`config.mk`:
```
export PLATFORM = sky130hd
export DESIGN_NAME = byte_ring_fifo_with_delimiter_search_flat
export DESIGN_NICKNAME = d
export VERILOG_FILES = /design/src/hw/rtl/brfd_pkg.sv /design/src/hw/rtl/brfd_stream_if.sv /design/src/hw/rtl/brfd_mem.sv /design/src/hw/rtl/brfd_seq.sv /design/src/hw/rtl/byte_ring_fifo_with_delimiter_search.sv /design/src/flat_wrapper.sv
export SDC_FILE = /design/constraint.sdc
export NUM_CORES = 2
export LEC_CHECK = 0
export BUFFER_PORTS_ARGS = -buffer_cell sky130_fd_sc_hd__buf_4
export CORE_ASPECT_RATIO = 1.75
export CORE_MARGIN = 2
export CORE_UTILIZATION = 63
export CTS_BUF_LIST = sky130_fd_sc_hd__clkbuf_4 sky130_fd_sc_hd__clkbuf_8 sky130_fd_sc_hd__clkbuf_16
export CTS_CLUSTER_DIAMETER = 100
export CTS_CLUSTER_SIZE = 30
export DETAILED_ROUTE_END_ITERATION = 7
export PLACE_DENSITY = 0.82
export RECOVER_POWER = 50
export SLEW_MARGIN = 20
export SYNTH_ARGS = -nofsm -noshare
export SYNTH_HDL_FRONTEND = slang
export SYNTH_SLANG_ARGS = --single-unit
```
`constraint.sdc`:
```
create_clock -name clk_i -period 7.1 [get_ports clk_i]
set_input_delay 1.065 -clock clk_i [delete_from_list [all_inputs] [get_ports clk_i]]
set_output_delay 1.065 -clock clk_i [all_outputs]
set_load 0.1 [all_outputs]
```
`src/hw/rtl/brfd_pkg.sv`:
```
// Shared types and constants of the byte ring FIFO with delimiter search.
`default_nettype none

package brfd_pkg;

  localparam int Depth     = 256;
  localparam int MaxLenMax = 64;

  typedef enum logic [2:0] {
    OP_PUSH    = 3'd0,
    OP_POP     = 3'd1,
    OP_POP_DLM = 3'd2,
    OP_MEASURE = 3'd3,
    OP_FIND    = 3'd4,
    OP_CLEAR   = 3'd5
  } brfd_op_e;

  typedef enum logic [1:0] {
    ST_OK    = 2'd0,
    ST_EMPTY = 2'd1,
    ST_FULL  = 2'd2,
    ST_LONG  = 2'd3
  } brfd_status_e;

  typedef enum logic [2:0] {
    S_IDLE,
    S_DECODE,
    S_SCAN_REQ,
    S_SCAN_CMP,
    S_FOUND,
    S_MISS,
    S_READ_REQ,
    S_READ_DATA
  } brfd_state_e;

  typedef struct packed {
    logic [2:0] operation;
    logic [7:0] data_in;
    logic       burst_end;
    logic [7:0] key_byte;
    logic [6:0] max_len;
  } brfd_item_t;

  typedef struct packed {
    logic [7:0]   data_out;
    logic         last;
    brfd_status_e status;
    logic [7:0]   count;
    logic [7:0]   position;
    logic [7:0]   fill_level;
  } brfd_result_t;

endpackage

`default_nettype wire

```
`src/hw/rtl/brfd_stream_if.sv`:
```
// Valid/ready stream interfaces for the item and result channels.
`default_nettype none

interface brfd_in_if;
  logic       valid;
  logic       ready;
  logic [2:0] operation;
  logic [7:0] data_in;
  logic       burst_end;
  logic [7:0] key_byte;
  logic [6:0] max_len;

  modport source (output valid, operation, data_in, burst_end, key_byte, max_len,
                  input ready);
  modport sink   (input valid, operation, data_in, burst_end, key_byte, max_len,
                  output ready);
endinterface

interface brfd_out_if;
  logic       valid;
  logic       ready;
  logic [7:0] data_out;
  logic       last;
  logic [1:0] status;
  logic [7:0] count;
  logic [7:0] position;
  logic [7:0] fill_level;

  modport source (output valid, data_out, last, status, count, position, fill_level,
                  input ready);
  modport sink   (input valid, data_out, last, status, count, position, fill_level,
                  output ready);
endinterface

`default_nettype wire

```
`src/hw/rtl/brfd_mem.sv`:
```
// Byte store of the ring: one write port, one read port with registered data.
`default_nettype none

module brfd_mem #(
  parameter int DEPTH = brfd_pkg::Depth,
  localparam int AW   = $clog2(DEPTH)
) (
  input  wire logic          clk_i,
  input  wire logic          we_i,
  input  wire logic [AW-1:0] waddr_i,
  input  wire logic [7:0]    wdata_i,
  input  wire logic          re_i,
  input  wire logic [AW-1:0] raddr_i,
  output      logic [7:0]    rdata_o
);

  logic [7:0] store_q [DEPTH];
  logic [7:0] rdata_q;

  // Write on push, load read data only on a read request so it holds.
  always_ff @(posedge clk_i) begin
    if (we_i) begin
      store_q[waddr_i] <= wdata_i;
    end
    if (re_i) begin
      rdata_q <= store_q[raddr_i];
    end
  end

  assign rdata_o = rdata_q;

endmodule

`default_nettype wire

```
`src/hw/rtl/brfd_seq.sv`:
```
// Sequencer: pointers, burst count and the shared slot compare/step unit.
`default_nettype none

module brfd_seq #(
  parameter int DEPTH = brfd_pkg::Depth,
  localparam int AW   = $clog2(DEPTH)
) (
  input  wire logic                  clk_i,
  input  wire logic                  rst_ni,
  input  wire logic                  in_valid_i,
  output      logic                  in_ready_o,
  input  wire brfd_pkg::brfd_item_t  item_i,
  input  wire logic                  out_free_i,
  output      logic                  res_valid_o,
  output      brfd_pkg::brfd_result_t res_o,
  output      logic                  mem_we_o,
  output      logic [AW-1:0]         mem_waddr_o,
  output      logic [7:0]            mem_wdata_o,
  output      logic                  mem_re_o,
  output      logic [AW-1:0]         mem_raddr_o,
  input  wire logic [7:0]            mem_rdata_i
);

  localparam int CW = (AW > 7) ? AW : 7;
  localparam logic [AW:0] DepthW = (AW+1)'(DEPTH);
  localparam logic [AW-1:0] LastSlot = AW'(DEPTH - 1);

  brfd_pkg::brfd_state_e state_q, state_d;
  brfd_pkg::brfd_item_t  item_q, item_d;
  logic [AW-1:0] rp_q, rp_d, wp_q, wp_d;
  logic [7:0]    burst_q, burst_d;
  logic [AW-1:0] idx_q, idx_d, sp_q, sp_d, slot_q, slot_d, fill_aft_q, fill_aft_d;
  logic [CW-1:0] cnt_q, cnt_d, run_q, run_d;

  logic [AW-1:0] fill;
  logic          full;
  logic [6:0]    len_c;
  logic [CW-1:0] pop_n;
  logic [7:0]    burst_inc;
  logic [7:0]    burst_new;
  logic          pop_last;

  function automatic logic [AW-1:0] inc_ptr(input logic [AW-1:0] p);
    return (p == LastSlot) ? '0 : p + 1'b1;
  endfunction

  // Fill level and clamped length.
  assign fill = (wp_q >= rp_q) ? (wp_q - rp_q)
                               : AW'(DepthW - {1'b0, rp_q} + {1'b0, wp_q});
  assign full = (fill == LastSlot);
  assign len_c = (item_q.max_len == 7'd0) ? 7'd1 :
                 (item_q.max_len > 7'(brfd_pkg::MaxLenMax)) ? 7'(brfd_pkg::MaxLenMax) :
                 item_q.max_len;
  assign pop_n = (CW'(fill) > CW'(len_c)) ? CW'(len_c) : CW'(fill);
  assign burst_inc = (burst_q == 8'hFF) ? burst_q : burst_q + 8'd1;
  assign burst_new = full ? burst_q : burst_inc;
  assign pop_last = ((CW'(idx_q) + CW'(1)) == cnt_q);

  assign mem_waddr_o = wp_q;
  assign mem_wdata_o = item_q.data_in;

  // Control registers.
  always_ff @(posedge clk_i or negedge rst_ni) begin
    if (!rst_ni) begin
      state_q <= brfd_pkg::S_IDLE;
      rp_q    <= '0;
      wp_q    <= '0;
      burst_q <= '0;
    end else begin
      state_q <= state_d;
      rp_q    <= rp_d;
      wp_q    <= wp_d;
      burst_q <= burst_d;
    end
  end

  // Item and scan payload.
  always_ff @(posedge clk_i) begin
    item_q     <= item_d;
    idx_q      <= idx_d;
    sp_q       <= sp_d;
    slot_q     <= slot_d;
    fill_aft_q <= fill_aft_d;
    cnt_q      <= cnt_d;
    run_q      <= run_d;
  end

  // Next state and outputs.
  always_comb begin
    state_d    = state_q;
    item_d     = item_q;
    rp_d       = rp_q;
    wp_d       = wp_q;
    burst_d    = burst_q;
    idx_d      = idx_q;
    sp_d       = sp_q;
    slot_d     = slot_q;
    fill_aft_d = fill_aft_q;
    cnt_d      = cnt_q;
    run_d      = run_q;

    in_ready_o  = 1'b0;
    res_valid_o = 1'b0;
    mem_we_o    = 1'b0;
    mem_re_o    = 1'b0;
    mem_raddr_o = rp_q;

    res_o.data_out   = '0;
    res_o.last       = 1'b1;
    res_o.status     = brfd_pkg::ST_OK;
    res_o.count      = '0;
    res_o.position   = '0;
    res_o.fill_level = 8'(fill);

    unique case (state_q)
      brfd_pkg::S_IDLE: begin
        in_ready_o = 1'b1;
        if (in_valid_i) begin
          item_d  = item_i;
          state_d = brfd_pkg::S_DECODE;
        end
      end

      brfd_pkg::S_DECODE: begin
        unique case (item_q.operation)
          brfd_pkg::OP_PUSH: begin
            if (out_free_i) begin
              res_valid_o = 1'b1;
              res_o.count = burst_new;
              if (full) begin
                res_o.status = brfd_pkg::ST_FULL;
              end else begin
                mem_we_o         = 1'b1;
                wp_d             = inc_ptr(wp_q);
                res_o.fill_level = 8'(fill + 1'b1);
              end
              burst_d = item_q.burst_end ? 8'd0 : burst_new;
              state_d = brfd_pkg::S_IDLE;
            end
          end
          brfd_pkg::OP_POP: begin
            if (fill == '0) begin
              if (out_free_i) begin
                res_valid_o  = 1'b1;
                res_o.status = brfd_pkg::ST_EMPTY;
                state_d      = brfd_pkg::S_IDLE;
              end
            end else begin
              cnt_d      = pop_n;
              fill_aft_d = fill - AW'(pop_n);
              idx_d      = '0;
              state_d    = brfd_pkg::S_READ_REQ;
            end
          end
          brfd_pkg::OP_POP_DLM, brfd_pkg::OP_MEASURE, brfd_pkg::OP_FIND: begin
            if (fill == '0) begin
              if (out_free_i) begin
                res_valid_o  = 1'b1;
                res_o.status = brfd_pkg::ST_EMPTY;
                state_d      = brfd_pkg::S_IDLE;
              end
            end else begin
              idx_d   = '0;
              sp_d    = rp_q;
              state_d = brfd_pkg::S_SCAN_REQ;
            end
          end
          brfd_pkg::OP_CLEAR: begin
            if (out_free_i) begin
              res_valid_o      = 1'b1;
              res_o.fill_level = '0;
              rp_d             = '0;
              wp_d             = '0;
              state_d          = brfd_pkg::S_IDLE;
            end
          end
          default: begin
            if (out_free_i) begin
              res_valid_o = 1'b1;
              state_d     = brfd_pkg::S_IDLE;
            end
          end
        endcase
      end

      // Fetch the next slot of the search.
      brfd_pkg::S_SCAN_REQ: begin
        mem_re_o    = 1'b1;
        mem_raddr_o = sp_q;
        state_d     = brfd_pkg::S_SCAN_CMP;
      end

      // Compare the slot against the delimiter, then step or stop.
      brfd_pkg::S_SCAN_CMP: begin
        if (mem_rdata_i == item_q.key_byte) begin
          run_d   = CW'(idx_q) + CW'(1);
          slot_d  = sp_q;
          state_d = brfd_pkg::S_FOUND;
        end else if ((idx_q + 1'b1) == fill) begin
          state_d = brfd_pkg::S_MISS;
        end else begin
          idx_d   = idx_q + 1'b1;
          sp_d    = inc_ptr(sp_q);
          state_d = brfd_pkg::S_SCAN_REQ;
        end
      end

      brfd_pkg::S_FOUND: begin
        unique case (item_q.operation)
          brfd_pkg::OP_MEASURE: begin
            if (out_free_i) begin
              res_valid_o = 1'b1;
              res_o.count = 8'(run_q);
              state_d     = brfd_pkg::S_IDLE;
            end
          end
          brfd_pkg::OP_FIND: begin
            if (out_free_i) begin
              res_valid_o    = 1'b1;
              res_o.position = 8'(slot_q);
              state_d        = brfd_pkg::S_IDLE;
            end
          end
          default: begin
            // Pop through the delimiter only when the run fits.
            if (run_q > CW'(len_c)) begin
              if (out_free_i) begin
                res_valid_o  = 1'b1;
                res_o.status = brfd_pkg::ST_LONG;
                res_o.count  = 8'(run_q);
                state_d      = brfd_pkg::S_IDLE;
              end
            end else begin
              cnt_d      = run_q;
              fill_aft_d = fill - AW'(run_q);
              idx_d      = '0;
              state_d    = brfd_pkg::S_READ_REQ;
            end
          end
        endcase
      end

      brfd_pkg::S_MISS: begin
        if (out_free_i) begin
          res_valid_o  = 1'b1;
          res_o.status = brfd_pkg::ST_EMPTY;
          state_d      = brfd_pkg::S_IDLE;
        end
      end

      // Fetch the byte at the read pointer.
      brfd_pkg::S_READ_REQ: begin
        mem_re_o    = 1'b1;
        mem_raddr_o = rp_q;
        state_d     = brfd_pkg::S_READ_DATA;
      end

      // Hand out one popped byte and advance the read pointer.
      brfd_pkg::S_READ_DATA: begin
        if (out_free_i) begin
          res_valid_o      = 1'b1;
          res_o.data_out   = mem_rdata_i;
          res_o.last       = pop_last;
          res_o.count      = 8'(cnt_q);
          res_o.fill_level = 8'(fill_aft_q);
          rp_d             = inc_ptr(rp_q);
          if (pop_last) begin
            state_d = brfd_pkg::S_IDLE;
          end else begin
            idx_d   = idx_q + 1'b1;
            state_d = brfd_pkg::S_READ_REQ;
          end
        end
      end

      default: begin
        state_d = brfd_pkg::S_IDLE;
      end
    endcase
  end

endmodule

`default_nettype wire

```
`src/hw/rtl/byte_ring_fifo_with_delimiter_search.sv`:
```
// Top level of the byte ring FIFO with delimiter search.
//
//  channel | dir | transfer moves                                   | handshake
//  in_i    | in  | operation, data_in, burst_end, key_byte, max_len | valid/ready
//  out_o   | out | data_out, last, status, count, position, fill    | valid/ready
//
// Push, clear and unused codes answer from the decode state; a pop reads and hands out
// its bytes one at a time. Search, measure and pop through the delimiter examine slots
// in turn (one read of the single byte-store port, one compare), and a pop through the
// delimiter then hands out its bytes one at a time; on an empty ring they answer at once.
// Reset zeroes the pointers and the burst count; the byte store is not cleared.
// A full output register stalls the sequencer; ready is high only between items.
`default_nettype none

module byte_ring_fifo_with_delimiter_search #(
  parameter int DEPTH = brfd_pkg::Depth
) (
  input wire logic    clk_i,
  input wire logic    rst_ni,
  brfd_in_if.sink     in_i,
  brfd_out_if.source  out_o
);

  localparam int AW = $clog2(DEPTH);

  brfd_pkg::brfd_item_t   item;
  brfd_pkg::brfd_result_t res, res_q;
  logic                   res_valid;
  logic                   ov_q;
  logic                   out_free;
  logic                   mem_we, mem_re;
  logic [AW-1:0]          mem_waddr, mem_raddr;
  logic [7:0]             mem_wdata, mem_rdata;

  // Pack the incoming transfer.
  always_comb begin
    item.operation = in_i.operation;
    item.data_in   = in_i.data_in;
    item.burst_end = in_i.burst_end;
    item.key_byte  = in_i.key_byte;
    item.max_len   = in_i.max_len;
  end

  assign out_free = !ov_q || out_o.ready;

  brfd_seq #(
    .DEPTH (DEPTH)
  ) u_seq (
    .clk_i       (clk_i),
    .rst_ni      (rst_ni),
    .in_valid_i  (in_i.valid),
    .in_ready_o  (in_i.ready),
    .item_i      (item),
    .out_free_i  (out_free),
    .res_valid_o (res_valid),
    .res_o       (res),
    .mem_we_o    (mem_we),
    .mem_waddr_o (mem_waddr),
    .mem_wdata_o (mem_wdata),
    .mem_re_o    (mem_re),
    .mem_raddr_o (mem_raddr),
    .mem_rdata_i (mem_rdata)
  );

  brfd_mem #(
    .DEPTH (DEPTH)
  ) u_mem (
    .clk_i   (clk_i),
    .we_i    (mem_we),
    .waddr_i (mem_waddr),
    .wdata_i (mem_wdata),
    .re_i    (mem_re),
    .raddr_i (mem_raddr),
    .rdata_o (mem_rdata)
  );

  // Hold the result until the sink takes it.
  always_ff @(posedge clk_i or negedge rst_ni) begin
    if (!rst_ni) begin
      ov_q <= 1'b0;
    end else if (out_free) begin
      ov_q <= res_valid;
    end
  end

  always_ff @(posedge clk_i) begin
    if (out_free && res_valid) begin
      res_q <= res;
    end
  end

  assign out_o.valid      = ov_q;
  assign out_o.data_out   = res_q.data_out;
  assign out_o.last       = res_q.last;
  assign out_o.status     = res_q.status;
  assign out_o.count      = res_q.count;
  assign out_o.position   = res_q.position;
  assign out_o.fill_level = res_q.fill_level;

endmodule

`default_nettype wire

```
`src/flat_wrapper.sv`:
```
// flat-port wrapper written by rule: the top's interface ports become plain ports
module byte_ring_fifo_with_delimiter_search_flat 
#(
  parameter int DEPTH = brfd_pkg::Depth
)
  (clk_i, rst_ni, in_i_valid, in_i_operation, in_i_data_in, in_i_burst_end, in_i_key_byte, in_i_max_len, in_i_ready, out_o_valid, out_o_data_out, out_o_last, out_o_status, out_o_count, out_o_position, out_o_fill_level, out_o_ready);
  brfd_in_if in_i_i ();
  brfd_out_if out_o_i ();
  input wire logic clk_i;
  input wire logic rst_ni;
  input wire logic [$bits(in_i_i.valid)-1:0] in_i_valid;
  input wire logic [$bits(in_i_i.operation)-1:0] in_i_operation;
  input wire logic [$bits(in_i_i.data_in)-1:0] in_i_data_in;
  input wire logic [$bits(in_i_i.burst_end)-1:0] in_i_burst_end;
  input wire logic [$bits(in_i_i.key_byte)-1:0] in_i_key_byte;
  input wire logic [$bits(in_i_i.max_len)-1:0] in_i_max_len;
  output wire logic [$bits(in_i_i.ready)-1:0] in_i_ready;
  output wire logic [$bits(out_o_i.valid)-1:0] out_o_valid;
  output wire logic [$bits(out_o_i.data_out)-1:0] out_o_data_out;
  output wire logic [$bits(out_o_i.last)-1:0] out_o_last;
  output wire logic [$bits(out_o_i.status)-1:0] out_o_status;
  output wire logic [$bits(out_o_i.count)-1:0] out_o_count;
  output wire logic [$bits(out_o_i.position)-1:0] out_o_position;
  output wire logic [$bits(out_o_i.fill_level)-1:0] out_o_fill_level;
  input wire logic [$bits(out_o_i.ready)-1:0] out_o_ready;
  assign in_i_i.valid = in_i_valid;
  assign in_i_i.operation = in_i_operation;
  assign in_i_i.data_in = in_i_data_in;
  assign in_i_i.burst_end = in_i_burst_end;
  assign in_i_i.key_byte = in_i_key_byte;
  assign in_i_i.max_len = in_i_max_len;
  assign in_i_ready = in_i_i.ready;
  assign out_o_valid = out_o_i.valid;
  assign out_o_data_out = out_o_i.data_out;
  assign out_o_last = out_o_i.last;
  assign out_o_status = out_o_i.status;
  assign out_o_count = out_o_i.count;
  assign out_o_position = out_o_i.position;
  assign out_o_fill_level = out_o_i.fill_level;
  assign out_o_i.ready = out_o_ready;
  byte_ring_fifo_with_delimiter_search #(.DEPTH(DEPTH)) u_core (.clk_i(clk_i), .rst_ni(rst_ni), .in_i(in_i_i), .out_o(out_o_i));
endmodule
```
=== Yosys cells after proc, flatten, opt, wreduce, memory -nomap -nowiden ===
Memory sizes are Yosys's and may differ from the RTL's. A register that Yosys moved wholly into a read port is not among the register bits.
Index checks and enable logic that the tools add are counted.

* Input port bits: 31
* Bits in registers: 138
* Bits in writable memories: 2048
* Word-level logic and storage cells: 190
* Output and inout port bits: 37
* Memories: 1

* Equality and inequality tests: 36
* Add/sub/neg operators: 11
* Multiplexer cells: 88
* Magnitude comparators: 4
* Reductions and logical operators: 28

{| class="wikitable"
|+ Memory list
! name !! depth !! width !! rd ports !! clocked after Yosys merged registers in !! wr ports !! RTL line !! text
|-
| u_core.u_mem.store_q || 256 || 8 || 1 || 1 || 1 || brfd_mem.sv:17 || <nowiki>logic [7:0] store_q [DEPTH];</nowiki>
|}

{| class="wikitable"
|+ Operator list
! cell !! count
|-
| 2-to-1 mux 8 bit || 41
|-
| case mux 8 bit (2 select lines) || 8
|-
| adder 8 x 1 -> 8 bit, second input constant || 6
|-
| == test 8 bit, second input constant || 5
|-
| case mux 8 bit (4 select lines) || 1
|-
| 2-to-1 mux 10 bit || 3
|-
| 2-to-1 mux 3 bit || 10
|-
| == test 8 bit || 3
|-
| case mux 3 bit (8 select lines) || 1
|-
| case mux 8 bit (3 select lines) || 1
|-
| subtractor 8 bit || 3
|-
| == test 3 bit, second input constant || 6
|-
| != test 2 bit, second input constant || 9
|-
| > comparator 8 x 7 -> 1 bit || 2
|-
| 2-to-1 mux 1 bit || 15
|-
| AND reduction 5 bit || 3
|-
| 2-to-1 mux 7 bit || 2
|-
| != test 2 x 1 -> 1 bit, second input constant || 7
|-
| == test 3 x 2 -> 1 bit, second input constant || 4
|-
| AND reduction 9 bit || 1
|-
| adder 8 bit || 1
|-
| >= comparator 8 bit || 1
|-
| logical NOT 8 bit || 1
|-
| AND reduction 2 bit || 4
|-
| 20 further kinds || 29
|}

=== Logic depth before layout (Yosys ltp) ===
* Depth after elaboration: 10
* Gate-level depth with buffers: 28
* Mapped depth without buffers: 27

=== Cells and area by module ===
Synthesis repeated with hierarchy kept, for this count alone.

* Cell total of the unflattened synthesis: 4504
* Area, all modules: 87597.8 sq um

{| class="wikitable"
|+ By module, submodules not included
! module !! cells an instance !! times used !! area an instance (sq um) !! seq. area each (sq um)
|-
| brfd_mem || 3733 || 1 || 79636.4 || 61739.2
|-
| brfd_seq || 732 || 1 || 6856.6 || 2927.8
|-
| byte_ring_fifo_with_delimiter_search || 39 || 1 || 1104.8 || 1076.0
|}

=== Worst setup path after synthesis ===
OpenSTA, ideal clock, no wires.

* Path kind: reg2reg
* Start: reg u_core.u_seq.rp_q[4]
* End: reg u_core.u_seq.fill_aft_q[7], data pin
* Buffers on the path: 2
* Arrival time: 5.224 ns
* Setup time: 0.261 ns
* Period minus slack after synthesis: 5.485 ns
* Slack: 1.615 ns
* Stages on the path, launching flop included: 25
* Path through: dfrtp_1 > clkbuf_1 > inv_1 > ha_1 > and2_1 > a221oi_1 > a21boi_0 > nor2_1 > ha_1 > nand4_1 > a21oi_1 > nor4_1 > nor2_1 > nor2_1 > buf_2 > a21oi_1 > a21o_1 > ha_1 > a21oi_1 > a211oi_1 > a21oi_1 > a21o_1 > and4_1 > o31a_1 > a311o_1

* Cells in the longest elaborated chain, start to end: 9
* Elaborated cells between the ends (all ways): 14

{| class="wikitable"
|+ RTL lines
! what !! RTL line !! text
|-
| from (decl) || brfd_seq.sv:30 || <nowiki>logic [AW-1:0] rp_q, rp_d, wp_q, wp_d;</nowiki>
|-
| from (signal assigned) || brfd_seq.sv:71 || <nowiki>rp_q <= rp_d;</nowiki>
|-
| subtractor 1 x 8 -> 8 bit || brfd_seq.sv:49 || <nowiki>: AW'(DepthW - {1'b0, rp_q} + {1'b0, wp_q});</nowiki>
|-
| adder 8 bit || brfd_seq.sv:49 ||
|-
| 2-to-1 mux 8 bit (*) || brfd_seq.sv:48 || <nowiki>assign fill = (wp_q >= rp_q) ? (wp_q - rp_q)</nowiki>
|-
| > comparator 8 x 7 -> 1 bit || brfd_seq.sv:54 || <nowiki>assign pop_n = (CW'(fill) > CW'(len_c)) ? CW'(len_c) : CW'(fill);</nowiki>
|-
| 2-to-1 mux 8 bit || brfd_seq.sv:54 ||
|-
| subtractor 8 bit || brfd_seq.sv:150 || <nowiki>fill_aft_d = fill - AW'(pop_n);</nowiki>
|-
| 2-to-1 mux 8 bit || brfd_seq.sv:142 || <nowiki>if (fill == '0) begin</nowiki>
|-
| 2-to-1 mux 8 bit || brfd_seq.sv:125 || <nowiki>unique case (item_q.operation)</nowiki>
|-
| case mux 8 bit (2 select lines) (*) || brfd_seq.sv:115 || <nowiki>unique case (state_q)</nowiki>
|-
| net u_core.u_seq.fill_aft_d[7] || brfd_seq.sv:32 || <nowiki>logic [AW-1:0] idx_q, idx_d, sp_q, sp_d, slot_q, slot_d, fill_aft_q, fill_aft_d;</nowiki>
|-
| to (signal assigned) || brfd_seq.sv:83 || <nowiki>fill_aft_q <= fill_aft_d;</nowiki>
|-
| to (decl) || brfd_seq.sv:32 ||
|}

The timed path passes the listed nets; every way through them passes the cells marked *. The select of a mux whose other input is x is not followed.
A chain may end at the register's enable or synchronous reset.

=== Worst setup path in the final report ===
* Start: reg u_core.u_seq.item_q (netlist bit u_core.u_seq.mem_wdata_o[6])
* End: mem u_core.u_mem.store_q[69][6], data pin

{| class="wikitable"
|+ RTL lines
! what !! RTL line !! text
|-
| from (decl) || brfd_seq.sv:29 || <nowiki>brfd_pkg::brfd_item_t item_q, item_d;</nowiki>
|-
| from (signal assigned) || brfd_seq.sv:79 || <nowiki>item_q <= item_d;</nowiki>
|-
| to (decl) || brfd_mem.sv:17 ||
|}

Straight into the memory's write port.

==> out/metrics.csv <==
metric,value,unit
maximum number of pins on one net before global-route repair,198,
Gate power share,44.8,%
VDD IR-drop max,0.3631,mV
starting density of the core,63.53,%
area of the multi-input gates,20930,µm²
Setup Buffers After CTS,0,
CP Max Fanout,194,
Worst-path clk slew,0.12,ns
Worst Setup Start Kind,register,
FF+latch area,65740,µm²
internal power contribution,22.95,mW
max-cap violations,17,
Switching Power,15.83,mW
# DRC,5,
Pleak,29.05,nW
first-pass GRT wire length,366800,µm
RSZ-0062 raised after global routing,no,
clk_skew,0.06042,ns
ys flop type,edfxtp_1,
Tot Pwr,38.78,mW
IO buf count,67,
# fillers,8632,
Total GRT Usage,36.67,%
Final Slew Violations,1910,
outcome,finished with violations,
Seq pwr share,39.5,%
drt pass-1 iters,8,
synth warn,0,
Setup TNS,0,ns
hpwl dp,165000,µm
num rows,181,
grt ovf,0,
Clock power frac,15.7,%
drt wl/cell,36.54,µm
Syn Area/Cell,16.92,µm²
die area,143300,µm²
WP data required,7.04,ns
Syn Std Cell Area,88340,µm²
Synth async-reset ratio,1.276,%
Switching Fraction,40.81,%
gpl congestion,1.005,
TritonCTS buffer count,83,
root buf cell,clkbuf_16,
num ports,68,
register area share after synthesis,74.42,%
H-tree depth,3,
crit path time final,6.857,ns
CP arrival,6.80,ns
Slew HR,-204.0,%
cell count after synthesis,5221,
ANT nets after route,0,
Setup CP Type,register to register,
via count,52313,
Post-synth EDFFs,2166,
Final nets,5310,
final hold violation count,0,
share of layout cells above drive strength 1,13.47,%
clock latency on the worst-skew pair,0.77,ns
Max Freq,0.1458,GHz
initial antenna violation count,21,
worst hold-check path type,input port to register,
vias in the first global route,50743,
DIE HEIGHT,499.4,µm
1st-iter DRT viols,8106,
CTS resizes,0,
final wirelength,260400,µm
Core Region,139100,µm²
worst-margin pin slew,4.559,ns
clk sinks,2194,
violated checks,"design-rule violations, max-capacitance violations, max-slew violations",
post-synth cell types,94,
Max Root-Sink Buffers,3,
Die X,287.1,µm
Mapped Nets,5288,
final setup vio count,0,
worst hold path depth,1,
vias per inst,7.341,
fin crit share,96.58,%
CP Capture Type,register,
power per cell area,415.6,nW/µm²
Post-CTS Hold Buffers,0,
P&R area growth vs syn,5.616,%
TritonCTS clock tree,built,
FF-to-FF path depth,2,
Yosys reg bits,2194,
-- metrics by stage --
step	instance area (µm²)	hold WS, ns	util [%]	instances	setup slack, ns
global placement	91050	0.4665	65.48	6985	0.6672
global route	93270	0.4950	67.07	7114	0.08830
CTS	93500	0.2323	67.24	7106	0.7170
detailed placement	91050	0.4986	65.48	6985	0.7401
finish	93300	0.4956	67.10	7126	0.2431
floorplan	88340	0.4244	-	5221	1.615
-- final timing paths --
check / startpoint / end / slack [ns]
max: u_core.u_seq.mem_wdata_o[6] / u_core.u_mem.store_q[69][6] / 0.24
min: in_i_operation[1] / u_core.u_seq.item_q[25] / 0.50
max reg2reg: u_core.u_seq.mem_wdata_o[6] / u_core.u_mem.store_q[69][6] / 0.24
min reg2reg: u_core.u_seq.slot_q[0] / u_core.out_o.position[0] / 0.53
max in group asynchronous: rst_ni / u_core.u_seq.burst_q[2] / 5.06
min in group asynchronous: rst_ni / u_core.u_seq.state_q[0] / 0.84
-- worst max-delay path: stages (launching register included) --
cell	delay, ns
edfxtp_1	0.35
clkbuf_1	2.09
clkbuf_2	2.99
-- cell usage in the layout, fill, tap and decap left out, types with 42 or more instances in the layout --
master	instances
clkbuf_4	59
nor3_1	42
a31oi_1	65
edfxtp_1	2166
buf_4	115
nor2_1	380
a21oi_1	71
clkbuf_1	50
inv_1	44
a22oi_1	91
o21ai_0	86
mux4_2	340
mux2i_1	48
nand3_1	263
nand2_1	701
nand4_1	53
clkbuf_16	85
-- synth_stat cells (all sizes together) (6+ instances only) --
cell,number,area [µm²]
edfxtp,2166,65040
nand2,712,2673
nor2,392,1484
mux4,358,8130
nand3,264,1326
buf,187,1285
clkbuf,96,360.4
a22oi,91,683.2
o21ai,90,450.4
a21oi,74,385.4
a31oi,66,412.9
nand4,53,331.6
mux2i,50,500.5
inv,46,172.7
nor3,45,240.2
o2111ai,38,332.8
o22ai,38,237.7
ha,34,425.4
xnor2,33,296.5
dfrtp,28,700.7
and3,27,168.9
o211ai,26,195.2
xor2,24,210.2
and2,22,137.6
a31o,19,166.4
a32oi,19,166.4
nor2b,18,112.6
nor4,16,106.4
o31ai,15,112.6
or3,14,87.58
a221oi,13,113.9
a21o,12,90.09
a211oi,11,82.58
a311oi,11,96.34
nand2b,8,50.05
a2111oi,7,81.33
o221ai,7,61.31
a41oi,6,52.55
o41ai,6,52.55
-- power by group through the flow --
stage,registers [mW],clock network (mW),logic [mW]
floorplan,16.2,0,9.98
global placement,15.5,0,16.3
detailed placement,15.5,0,16.6
CTS,15.2,6.03,16.7
global route,15.4,6.39,17.7
finish,15.3,6.08,17.4
-- final cells by class --
cell class	instances	share of cell area, %
sequential	2194	70.47
multi-input combinational	2696	22.43
clock buffer	116	2.529
tap	1830	2.454
timing repair buffer	220	1.781
inverter	48	0.1931
clock inverter	5	0.1006
antenna	17	0.04560
-- cells by family after synthesis --
kind of cell / count (synthesis) / synth area share [%]
mux: 412 / 9.821
compound gates: 592 / 4.711
fa+ha+maj: 36 / 0.5269
simple gates: 1599 / 7.877
xor+xnor: 57 / 0.5737
flops: 2194 / 74.42
buf+inv: 331 / 2.067
-- registers in the layout (all words and copies together) (netlist names) --
signal,cells
u_core.out_o.last,1
u_core.u_mem.rdata_o,8
u_core.u_seq.fill_aft_q,8
u_core.u_mem.store_q,2048
u_core.out_o.count,8
u_core.out_o.fill_level,8
u_core.out_o.status,2
u_core.u_seq.mem_waddr_o,8
u_core.out_o.valid,1
u_core.u_seq.sp_q,8
u_core.u_seq.mem_wdata_o,8
u_core.out_o.data_out,8
u_core.out_o.position,8
u_core.u_seq.cnt_q,8
u_core.u_seq.burst_q,8
u_core.u_seq.run_q,8
u_core.u_seq.state_q,3
u_core.u_seq.idx_q,8
u_core.u_seq.item_q,19
u_core.u_seq.slot_q,8
u_core.u_seq.rp_q,8
-- routing by layer --
metal / part of all wire [%] / global-route usage, % / vias to the layer above
met5: 0.037 / 0 / -
met4: 12 / 33.19 / 14
met3: 12 / 9.526 / 1207
met2: 47 / 57.55 / 4687
met1: 29 / 41.18 / 25862
li1: - / - / 20543
(Power assumes the default switching activity.)
